File: src/hw/rtl/tcsb_pkg.sv
// Constants, character codes and controller/datapath structs of the scrollback buffer.
package tcsb_pkg;

  localparam int LINES      = 128;
  localparam int LINE_WIDTH = 64;
  localparam int TAB_SPACES = 4;

  localparam int SLOT_W     = $clog2(LINES);
  localparam int HELD_W     = $clog2(LINES + 1);
  localparam int COL_W      = $clog2(LINE_WIDTH + 1);
  localparam int ADDR_W     = $clog2(LINES * LINE_WIDTH);
  localparam int CNT_W      = $clog2(TAB_SPACES + 1);

  localparam int CHAR_W     = 8;
  localparam int LINE_IDX_W = 7;
  localparam int COLUMN_W   = 6;
  localparam int LH_W       = 8;
  localparam int CC_W       = 7;

  localparam logic [CHAR_W-1:0] CH_CR      = 8'h0D;
  localparam logic [CHAR_W-1:0] CH_LF      = 8'h0A;
  localparam logic [CHAR_W-1:0] CH_TAB     = 8'h09;
  localparam logic [CHAR_W-1:0] CH_SUBST   = 8'h3F;
  localparam logic [CHAR_W-1:0] CH_SPACE   = 8'h20;
  localparam logic [CHAR_W-1:0] PRINT_LOW  = 8'd32;
  localparam logic [CHAR_W-1:0] PRINT_HIGH = 8'd126;

  localparam logic REQ_APPEND = 1'b0;
  localparam logic REQ_READ   = 1'b1;

  typedef struct packed {
    logic capture;
    logic put;
    logic open_line;
    logic rd_issue;
    logic load_out;
  } tcsb_cmd_t;

  typedef struct packed {
    logic is_read;
    logic is_cr;
    logic is_lf;
    logic is_tab;
    logic out_full;
  } tcsb_sts_t;

endpackage

File: src/hw/rtl/tcsb_ctrl.sv
// Controller state machine that sequences append, line open and read operations.
module tcsb_ctrl
  import tcsb_pkg::*;
(
  input  logic      clk_i,
  input  logic      rst_ni,
  input  logic      in_valid_i,
  output logic      in_ready_o,
  input  tcsb_sts_t sts_i,
  output tcsb_cmd_t cmd_o
);

  localparam logic [2:0] S_IDLE = 3'd0;
  localparam logic [2:0] S_PUT  = 3'd1;
  localparam logic [2:0] S_OPEN = 3'd2;
  localparam logic [2:0] S_RD   = 3'd3;
  localparam logic [2:0] S_DONE = 3'd4;

  logic [2:0]       state_q, state_d;
  logic [CNT_W-1:0] cnt_q, cnt_d;

  always_comb begin
    state_d    = state_q;
    cnt_d      = cnt_q;
    cmd_o      = '0;
    in_ready_o = (state_q == S_IDLE);
    unique case (state_q)
      S_IDLE: begin
        if (in_valid_i) begin
          cmd_o.capture = 1'b1;
          if (sts_i.is_read) begin
            state_d = S_RD;
          end else if (sts_i.is_cr) begin
            state_d = S_DONE;
          end else if (sts_i.is_lf) begin
            state_d = S_OPEN;
          end else begin
            state_d = S_PUT;
            cnt_d   = sts_i.is_tab ? CNT_W'(TAB_SPACES) : CNT_W'(1);
          end
        end
      end
      S_PUT: begin
        cmd_o.put = 1'b1;
        cnt_d     = cnt_q - CNT_W'(1);
        if (cnt_q == CNT_W'(1)) begin
          state_d = S_DONE;
        end
      end
      S_OPEN: begin
        cmd_o.open_line = 1'b1;
        state_d         = S_DONE;
      end
      S_RD: begin
        cmd_o.rd_issue = 1'b1;
        state_d        = S_DONE;
      end
      S_DONE: begin
        if (!sts_i.out_full) begin
          cmd_o.load_out = 1'b1;
          state_d        = S_IDLE;
        end
      end
      default: begin
        state_d = S_IDLE;
      end
    endcase
  end

  always_ff @(posedge clk_i or negedge rst_ni) begin
    if (!rst_ni) begin
      state_q <= S_IDLE;
      cnt_q   <= '0;
    end else begin
      state_q <= state_d;
      cnt_q   <= cnt_d;
    end
  end

endmodule

File: config.mk
export PLATFORM = sky130hd
export DESIGN_NAME = tcsb_ctrl
export DESIGN_NICKNAME = d
export VERILOG_FILES = /design/src/hw/rtl/tcsb_pkg.sv /design/src/hw/rtl/tcsb_ctrl.sv
export SDC_FILE = /design/constraint.sdc
export NUM_CORES = 1
export LEC_CHECK = 0
export ABC_AREA = 1
export BUFFER_PORTS_ARGS = -buffer_cell sky130_fd_sc_hd__buf_2
export CORE_AREA = 4 4 41 43
export DETAILED_ROUTE_END_ITERATION = 8
export DIE_AREA = 0 0 45 47
export PLACE_DENSITY_LB_ADDON = 0.25
export SYNTH_ARGS = -nofsm -noshare
export SYNTH_HDL_FRONTEND = slang
export SYNTH_SLANG_ARGS = --single-unit
File: constraint.sdc
create_clock -name clk_i -period 2.15 [get_ports clk_i]
set_clock_uncertainty 0.1 [all_clocks]
set_input_delay 0.1075 -clock clk_i [delete_from_list [all_inputs] [get_ports clk_i]]
set_output_delay 0.1075 -clock clk_i [all_outputs]
set_load 0.03 [all_outputs]
-- Word level (Yosys, flattened, before mapping)
Cells that the tools add are included.
- flip-flop bits (word level): 6
- input bits: 8
- word-level logic and storage cells: 39
- add/sub/neg operators: 1
- equal/unequal tests: 11
- mux-type cells: 20
- reduce and logical (&&, ||, !) cells: 5
- operators by type and width (kind ; number):
    $mux 3 ; 10
    $ne 2x2->1 const B ; 6
    $pmux 3 s4 ; 1
    $mux 1 ; 7
    $eq 3x1->1 const B ; 2
    $eq 3x2->1 const B ; 2
    $pmux 3 s2 ; 1
    $reduce_and 5->1 ; 1
    $eq 3x3->1 const B ; 1
    $logic_not 3->1 ; 1
    $reduce_and 3->1 ; 1
    $sub 3x1->3 const B ; 1
    $mux 2 ; 1
    $reduce_bool 2->1 ; 1
    $reduce_or 2->1 ; 1

-- Depth between registers and ports, before layout
Gate-level depths: netlist (run 1).
- depth after elaboration: 6
- mapped depth: 9

-- Least setup slack after synthesis (run 1)
Ideal clock, no wire load.
- kind: flip-flop to output port
- from: register state_q[2]
- to: output cmd_o[4] in the netlist's numbering
- arrival: 1.366 ns
- data required time: 1.942 ns
- setup slack: 0.576 ns
- stages on the path, launching flop included: 4
- path buffers: 0
- path through: dfrtp_1 -> nor3_2 -> nand2_1 -> inv_1
- RTL lines (item ; RTL line ; source):
    from (decl) ; tcsb_ctrl.sv:19 ; logic [2:0] state_q, state_d;
    from (signal assigned) ; tcsb_ctrl.sv:75 ; state_q <= state_d;
    to (decl) ; tcsb_ctrl.sv:10 ; output tcsb_cmd_t cmd_o

==> load_flow_metrics.sql, run 1 <==
INSERT INTO impl_metrics (metric_group, metric, value, unit) VALUES
('clocking', 'cts_inserted_buffers', '3', ''),
('power_and_ir_drop', 'power_leakage', '0.343', 'nW'),
('sta', 'finalHoldViolCount', '0', ''),
('clocking', 'worst_skew_pair.late_latency', '0.24', 'ns'),
('route', 'dr.pass1.iters', '4', ''),
('critical_path', 'worstSetupStartpointType', 'flop', ''),
('cells_and_area', 'final_cell_count_no_fill', '101', ''),
('cells_and_area', 'antenna_cells', '0', ''),
('logic_synthesis', 'post_synth_main_area_contributors', 'sky130_fd_sc_hd__dfrtp_1, sky130_fd_sc_hd__nand2_1, sky130_fd_sc_hd__inv_1', ''),
('route', 'wirelength', '928', 'um'),
('route', 'drt_iter0_markers', '7', ''),
('logic_synthesis', 'synth.net_count', '79', ''),
('route', 'vias', '450', ''),
('grt', 'grt_start_max_net_pins', '7', ''),
('logic_synthesis', 'synthDominantAreaCellType', 'sky130_fd_sc_hd__dfrtp_1', ''),
('critical_path', 'critical_path_arrival', '1.39', 'ns'),
('die', 'fp-row-count', '13', ''),
('cells_and_area', 'fin_nets', '98', ''),
('cells_and_area', 'drive_above_1_share', '27.9', '%'),
('placement', 'io_buffer_count', '13', ''),
('sta', 'timing.max_slew.rel_slack', '81.3', '%'),
('logic_synthesis', 'synth_edf_count', '0', ''),
('critical_path', 'reg_to_reg_slack_setup', '0.89', 'ns'),
('die', 'design.die.area', '2120', 'um^2'),
('power_and_ir_drop', 'worst_ir_drop_vdd', '0.444', 'mV'),
('clocking', 'cts_repair_resize_count', '0', ''),
('sta', 'slew_viol_final', '0', ''),
('clocking', 'tritoncts', 'done', ''),
('logic_synthesis', 'ys_seq_area_share', '33.8', '%'),
('clocking', 'clockBufferDepth', '2', ''),
('logic_synthesis', 'netlist.area_leader.share', '33.8', '%'),
('die', 'chipHeight', '47', 'um'),
('cells_and_area', 'fill_cells', '140', ''),
('logic_synthesis', 'netlist_instances', '69', ''),
('die', 'floorplan.initialDensity', '34.1', '%'),
('logic_synthesis', 'synth.lib_cells_used.distinct', '15', ''),
('route', 'drtAntennaViolNets', '0', ''),
('cells_and_area', 'layout_common_cells', 'sky130_fd_sc_hd__nand2_1, sky130_fd_sc_hd__buf_2, sky130_fd_sc_hd__inv_1, sky130_fd_sc_hd__nand3_1', ''),
('grt', 'vias_in_the_first_global_route', '406', ''),
('critical_path', 'worstRegToRegCells', '6', ''),
('sta', 'finish_stage_setup_viols', '0', ''),
('run', 'max_cap_viol_count', '0', ''),
('die', 'die-width', '45', 'um'),
('outcome', 'outcome', 'complete, no violations', ''),
('critical_path', 'worst-endpoint-required', '1.94', 'ns'),
('route', 'routed_wl_per_cell', '9.19', 'um'),
('logic_synthesis', 'synthesis.area', '444', 'um^2'),
('logic_synthesis', 'synth-seq-cells', '6', ''),
('sta', 'tns', '0', 'ns'),
('grt', 'grt_overflow_total', '0', ''),
('route', 'vias_per_cell', '4.46', ''),
('critical_path', 'reg2reg_to', 'cnt_q[0]', ''),
('min_path', 'hold-path-endpoint', 'state_q[1]', ''),
('logic_synthesis', 'synth_async_sr_flop_share', '100', '%'),
('critical_path', 'worstSetupPathType', 'flop to primary output', ''),
('die', 'boundaryPins', '14', ''),
('sta', 'fmaxAchievable', '0.628', 'GHz'),
('power_and_ir_drop', 'total_power', '0.743', 'mW'),
('die', 'area_inside_the_core_boundary', '1300', 'um^2'),
('min_path', 'min_path_cells', '3', ''),
('sta', 'final_period_minus_worst_setup_slack', '1.59', 'ns'),
('sta', 'rsz_0062_raised_after_global_routing', 'no', ''),
('grt', 'global_route.usage.total', '10.2', '%'),
('min_path', 'min_path_type', 'input pin to flop', ''),
('logic_synthesis', 'synth.avg_cell_area', '6.44', 'um^2'),
('logic_synthesis', 'dominantRegCellSynth', 'sky130_fd_sc_hd__dfrtp_1', ''),
('sta', 'finalHoldWorstSlack', '0.0341', 'ns'),
('clocking', 'cts.sinks', '6', ''),
('cells_and_area', 'postLayoutCoreUtil', '43.1', '%'),
('clocking', 'cts.htree.levels', '1', ''),
('route', 'drcViolationCount', '0', '');
-- cell usage after synthesis, types with 2 or more instances --
cell type / instances
sky130_fd_sc_hd__nand2_2: 3
sky130_fd_sc_hd__nor2_2: 2
sky130_fd_sc_hd__inv_2: 2
sky130_fd_sc_hd__nand2_1: 22
sky130_fd_sc_hd__ha_1: 2
sky130_fd_sc_hd__nor2_1: 6
sky130_fd_sc_hd__inv_1: 11
sky130_fd_sc_hd__a21oi_1: 2
sky130_fd_sc_hd__nand3_1: 8
sky130_fd_sc_hd__dfrtp_1: 6
-- repair_timing --
item / CTS / global route
hold buffers: 1 / 0
endpoints found under the hold margin: 6 / 0
setup endpoints to repair: 0 / 0
-- state kept, by name (all words and copies together), names as in the netlist --
register / flops
cnt_q: 3
state_q: 3
-- critical path, cell delays in order, from the launching register on --
cell and delay, ns:
sky130_fd_sc_hd__dfrtp_1 0.43, sky130_fd_sc_hd__nor3_2 0.31, sky130_fd_sc_hd__nand2_1 0.15, sky130_fd_sc_hd__inv_1 0.07, sky130_fd_sc_hd__buf_2 0.18
-- per-layer routing --
metal | vias to the layer above | GRT usage (%) | routed length, um
met4 | 0 | 7.02 | 14
met5 | - | 0 | 0
li1 | 248 | - | -
met2 | 9 | 15.0 | 409
met3 | 2 | 1.53 | 50
met1 | 191 | 13.7 | 453
-- worst max-delay path by stage --
stage / startpoint / endpoint / slack, ns / cells after the start
floorplan: state_q[2] / cmd_o[4] / 0.58 / 3
global placement: state_q[2] / cmd_o[4] / 0.83 / 4
detailed placement: state_q[2] / cmd_o[4] / 0.81 / 4
CTS: state_q[2] / cmd_o[4] / 0.55 / 4
global route: state_q[0] / cmd_o[4] / 0.44 / 4
finish: state_q[2] / cmd_o[4] / 0.56 / 4
-- where the power goes --
group	internal (mW)	total (mW)	switching, mW
Combinational	0.144	0.428	0.284
Sequential	0.161	0.214	0.0525
Clock	0.0630	0.102	0.0385
Total	0.368	0.743	0.375
-- cell families (layout without fill, tap and decap cells) --
family / count (synthesis) / in the layout / share of synthesized area (%)
compound gates: 5 / 5 / 6.20
buf+inv: 13 / 30 / 11.0
flops: 6 / 6 / 33.8
fa+ha+maj: 2 / 2 / 5.63
simple gates: 43 / 43 / 43.4
-- metrics by stage --
stage | setup WS (ns) | cell area [um^2]
after CTS | 0.548 | 561
after detailed placement | 0.814 | 528
after global routing | 0.442 | 561
after global placement | 0.834 | 528
after floorplan | 0.576 | 444
final | 0.557 | 561
-- layout make-up --
type	instances	area (um^2)	area share [%]
clock buffer	3	22.5	4.02
inverter	13	48.8	8.71
multi-input combinational	50	245	43.7
sequential	6	150	26.8
tap	15	18.8	3.35
timing repair buffer	14	75.1	13.4
(Power assumes the default switching activity.)
==> run 2: changes to the inputs <==
ABC_AREA = 0   (was 1)
clock period = 1.5 ns   (was 2.15 ns; I/O delays follow)
==> run 2 against run 1 <==
Register-to-register slack got worse by 0.73 ns. Flip-flop and latch count did not move. Final cell count fell by 21%. Critical path type unchanged.
==> load_flow_metrics.sql, run 2 <==
INSERT INTO impl_metrics (metric_group, metric, value, unit) VALUES
('outcome', 'outcome', 'complete, no violations', ''),
('critical_path', 'worstSetupPathType', 'flop to primary output', ''),
('cells_and_area', 'antenna_cells', '0', ''),
('logic_synthesis', 'netlist.area_leader.share', '34.4', '%'),
('clocking', 'clkSlewWorstSetupHoldPaths', '0.05', 'ns'),
('grt', 'global_route.usage.total', '11.0', '%'),
('sta', 'slew_viol_final', '0', ''),
('logic_synthesis', 'ys_top_cells_by_count', 'sky130_fd_sc_hd__dfrtp_1, sky130_fd_sc_hd__inv_1, sky130_fd_sc_hd__a21oi_1, sky130_fd_sc_hd__nor2_1', ''),
('cells_and_area', 'fill_cells', '140', ''),
('route', 'detailroute.wirelength.met3', '67', 'um'),
('power_and_ir_drop', 'power_leakage', '0.286', 'nW'),
('cells_and_area', 'drive_above_1_share', '41.5', '%'),
('cells_and_area', 'multi_input_gate_area_in_the_final_layout', '288', 'um^2'),
('critical_path', 'worst_setup_path_end_kind', 'primary output', ''),
('sta', 'finalHoldWorstSlack', '0.0134', 'ns'),
('critical_path', 'crit_path_max_fanout', '8', ''),
('route', 'wirelength', '975', 'um'),
('critical_path', 'reg2reg_to', 'cnt_q[2]', ''),
('placement', 'io_buffer_count', '13', ''),
('clocking', 'cts_inserted_buffers', '3', ''),
('placement', 'detailedPlace.worstSlack', '0.180', 'ns'),
('die', 'boundaryPins', '14', ''),
('logic_synthesis', 'synthDominantAreaCellType', 'sky130_fd_sc_hd__dfrtp_1', ''),
('power_and_ir_drop', 'worst_ir_drop_vdd', '0.828', 'mV'),
('clocking', 'clockRootBuffer', 'sky130_fd_sc_hd__clkbuf_4', ''),
('route', 'dr.pass1.iters', '2', ''),
('min_path', 'hold_start', 'sts_i[4]', ''),
('sta', 'rsz_0062_raised_after_global_routing', 'yes', ''),
('cells_and_area', 'final_cell_count_no_fill', '80', ''),
('critical_path', 'worstSetupStartpointType', 'flop', ''),
('logic_synthesis', 'netlist_instances', '46', ''),
('run', 'max_cap_viol_count', '0', ''),
('logic_synthesis', 'synth_async_sr_flop_share', '100', '%'),
('sta', 'fin_crit_share', '96.6', '%'),
('sta', 'timing.max_slew.rel_slack', '77.9', '%'),
('sta', 'finish_stage_setup_viols', '0', ''),
('route', 'wirelength_met1', '415', 'um'),
('cells_and_area', 'largest_registers', 'cnt_q x3, state_q x3', ''),
('route', 'drcViolationCount', '0', ''),
('sta', 'worstMarginPinSlew', '0.330', 'ns'),
('placement', 'placed_cell_area', '515', 'um^2'),
('logic_synthesis', 'dominantRegCellSynth', 'sky130_fd_sc_hd__dfrtp_1', ''),
('clocking', 'worst_skew_pair.late_latency', '0.25', 'ns'),
('logic_synthesis', 'most_common_cell_in_the_synthesized_netlist', 'sky130_fd_sc_hd__dfrtp_1', ''),
('grt', 'grt_start_max_net_pins', '18', ''),
('route', 'vias', '416', ''),
('critical_path', 'reg_to_reg_slack_setup', '0.16', 'ns'),
('cells_and_area', 'final_common_cell', 'sky130_fd_sc_hd__buf_2', ''),
('logic_synthesis', 'synth.lib_cells_used.distinct', '29', ''),
('sta', 'final_period_minus_worst_setup_slack', '1.45', 'ns'),
('logic_synthesis', 'synthesis.area', '437', 'um^2'),
('route', 'wl_met2', '467', 'um'),
('logic_synthesis', 'synth-seq-cells', '6', ''),
('power_and_ir_drop', 'total_power', '1.21', 'mW'),
('min_path', 'min_path_cells', '2', ''),
('route', 'vias_per_cell', '5.20', ''),
('logic_synthesis', 'synth.avg_cell_area', '9.49', 'um^2'),
('route', 'uppermost_routed_layer', 'met4', ''),
('clocking', 'cts.htree.levels', '1', ''),
('logic_synthesis', 'post_synth_main_area_contributors', 'sky130_fd_sc_hd__dfrtp_1, sky130_fd_sc_hd__ha_1, sky130_fd_sc_hd__nor4b_4', ''),
('critical_path', 'r2r-start', 'state_q[0]', ''),
('die', 'floorplan.initialDensity', '33.6', '%'),
('clocking', 'tritoncts', 'done', ''),
('logic_synthesis', 'synth.net_count', '56', ''),
('critical_path', 'critical_path_arrival', '1.27', 'ns'),
('cells_and_area', 'fin_nets', '77', ''),
('cells_and_area', 'register_area', '154', 'um^2'),
('cells_and_area', 'area_growth_syn_to_layout', '41.0', '%'),
('grt', 'grt_overflow_total', '0', ''),
('route', 'drtAntennaViolNets', '0', ''),
('sta', 'final.setup.worst_slack', '0.0514', 'ns'),
('critical_path', 'worstRegToRegCells', '5', ''),
('power_and_ir_drop', 'power_density', '1960', 'nW/um^2'),
('critical_path', 'worst-endpoint-required', '1.32', 'ns'),
('die', 'design.die.area', '2120', 'um^2'),
('cells_and_area', 'layout_common_cells', 'sky130_fd_sc_hd__buf_2, sky130_fd_sc_hd__clkbuf_4, sky130_fd_sc_hd__inv_1', ''),
('cells_and_area', 'final_area', '616', 'um^2'),
('route', 'routed_wl_per_cell', '12.2', 'um'),
('placement', 'place_inst', '73', ''),
('placement', 'place_hpwl', '681', 'um'),
('die', 'fp-row-count', '13', ''),
('clocking', 'cts.sinks', '6', ''),
('die', 'die-width', '45', 'um'),
('route', 'drt_iter0_markers', '2', ''),
('grt', 'wire_length_of_the_first_global_routing_pass', '1550', 'um'),
('clocking', 'clockBufferDepth', '2', ''),
('sta', 'finalHoldViolCount', '0', ''),
('placement', 'routabilityCongestion', '0.671', ''),
('min_path', 'min_path_type', 'input pin to flop', ''),
('die', 'chipHeight', '47', 'um'),
('grt', 'vias_in_the_first_global_route', '352', ''),
('die', 'area_inside_the_core_boundary', '1300', 'um^2'),
('grt', 'antenna_found_initial', '0', ''),
('logic_synthesis', 'synth_edf_count', '0', ''),
('logic_synthesis', 'yosysWarningCount', '0', ''),
('sta', 'fmaxAchievable', '0.690', 'GHz'),
('min_path', 'hold-path-endpoint', 'state_q[1]', ''),
('logic_synthesis', 'ys_seq_area_share', '34.4', '%');
==> run 2: cell count changes after synthesis, moves of 3 or more <==
cell	previous run	this run
sky130_fd_sc_hd__inv_1	11	4
sky130_fd_sc_hd__nand2_1	22	2
sky130_fd_sc_hd__nand3_1	8	1
sky130_fd_sc_hd__nand2_2	3	0
sky130_fd_sc_hd__nor2_1	6	3
==> run 2: logic make-up after synthesis <==
family,synth area share (%)
DFF,34.4
adders and majority gates,5.73
buffers and inverters,4.58
and+or+nand+nor,37.8
AOI/OAI and AO/OA,17.5
==> run 2: worst max-delay path by stage <==
stage	startpoint	endpoint	cells past startpoint
finish	state_q[2]	in_ready_o	3
floorplan	state_q[2]	state_q[1]	2
detailed placement	state_q[0]	cmd_o[4]	2
global route	state_q[2]	cmd_o[4]	2
CTS	state_q[2]	in_ready_o	3
global placement	state_q[0]	cmd_o[4]	2
==> run 2: repair_timing <==
action,in CTS,in global routing
setup buffers,0,2
hold buffers,2,0
pin swaps,0,0
gates resized for setup,3,11
setup endpoints to repair,3,4
endpoints found under the hold margin,7,0
==> run 2: report_power, final <==
part / total, mW / internal [mW] / leakage [nW] / switching, mW
Combinational: 0.690 / 0.335 / 0.203 / 0.355
Clock: 0.155 / 0.0909 / 0.0138 / 0.0645
Sequential: 0.363 / 0.236 / 0.0685 / 0.126
==> run 2: final cells by class <==
class                      count  area share, %
timing repair buffer          17           19.1
sequential                     6           25.0
tap                           15           3.05
inverter                       4           2.44
clock buffer                   3           3.66
multi-input combinational     35           46.7
==> run 2: layer usage <==
layer	up-vias	global-route usage, %
li1	211	-
met3	5	6.90
met4	0	7.02
met5	-	0
met2	9	15.3
met1	191	12.7
==> run 2: worst max-delay path: stages (launching register included) <==
cell and delay, ns:
sky130_fd_sc_hd__dfrtp_2 0.48, sky130_fd_sc_hd__or2_4 0.31, sky130_fd_sc_hd__nor2_4 0.10, sky130_fd_sc_hd__buf_6 0.13
==> run 2: per-stage QoR <==
stage          TNS [ns]  utilization, %
2_1_floorplan   -0.0496               -
6_report              0            47.3
4_1_cts               0            43.3
3_3_place_gp          0            39.6
5_1_grt        -0.00682            47.3
3_5_place_dp          0            39.6
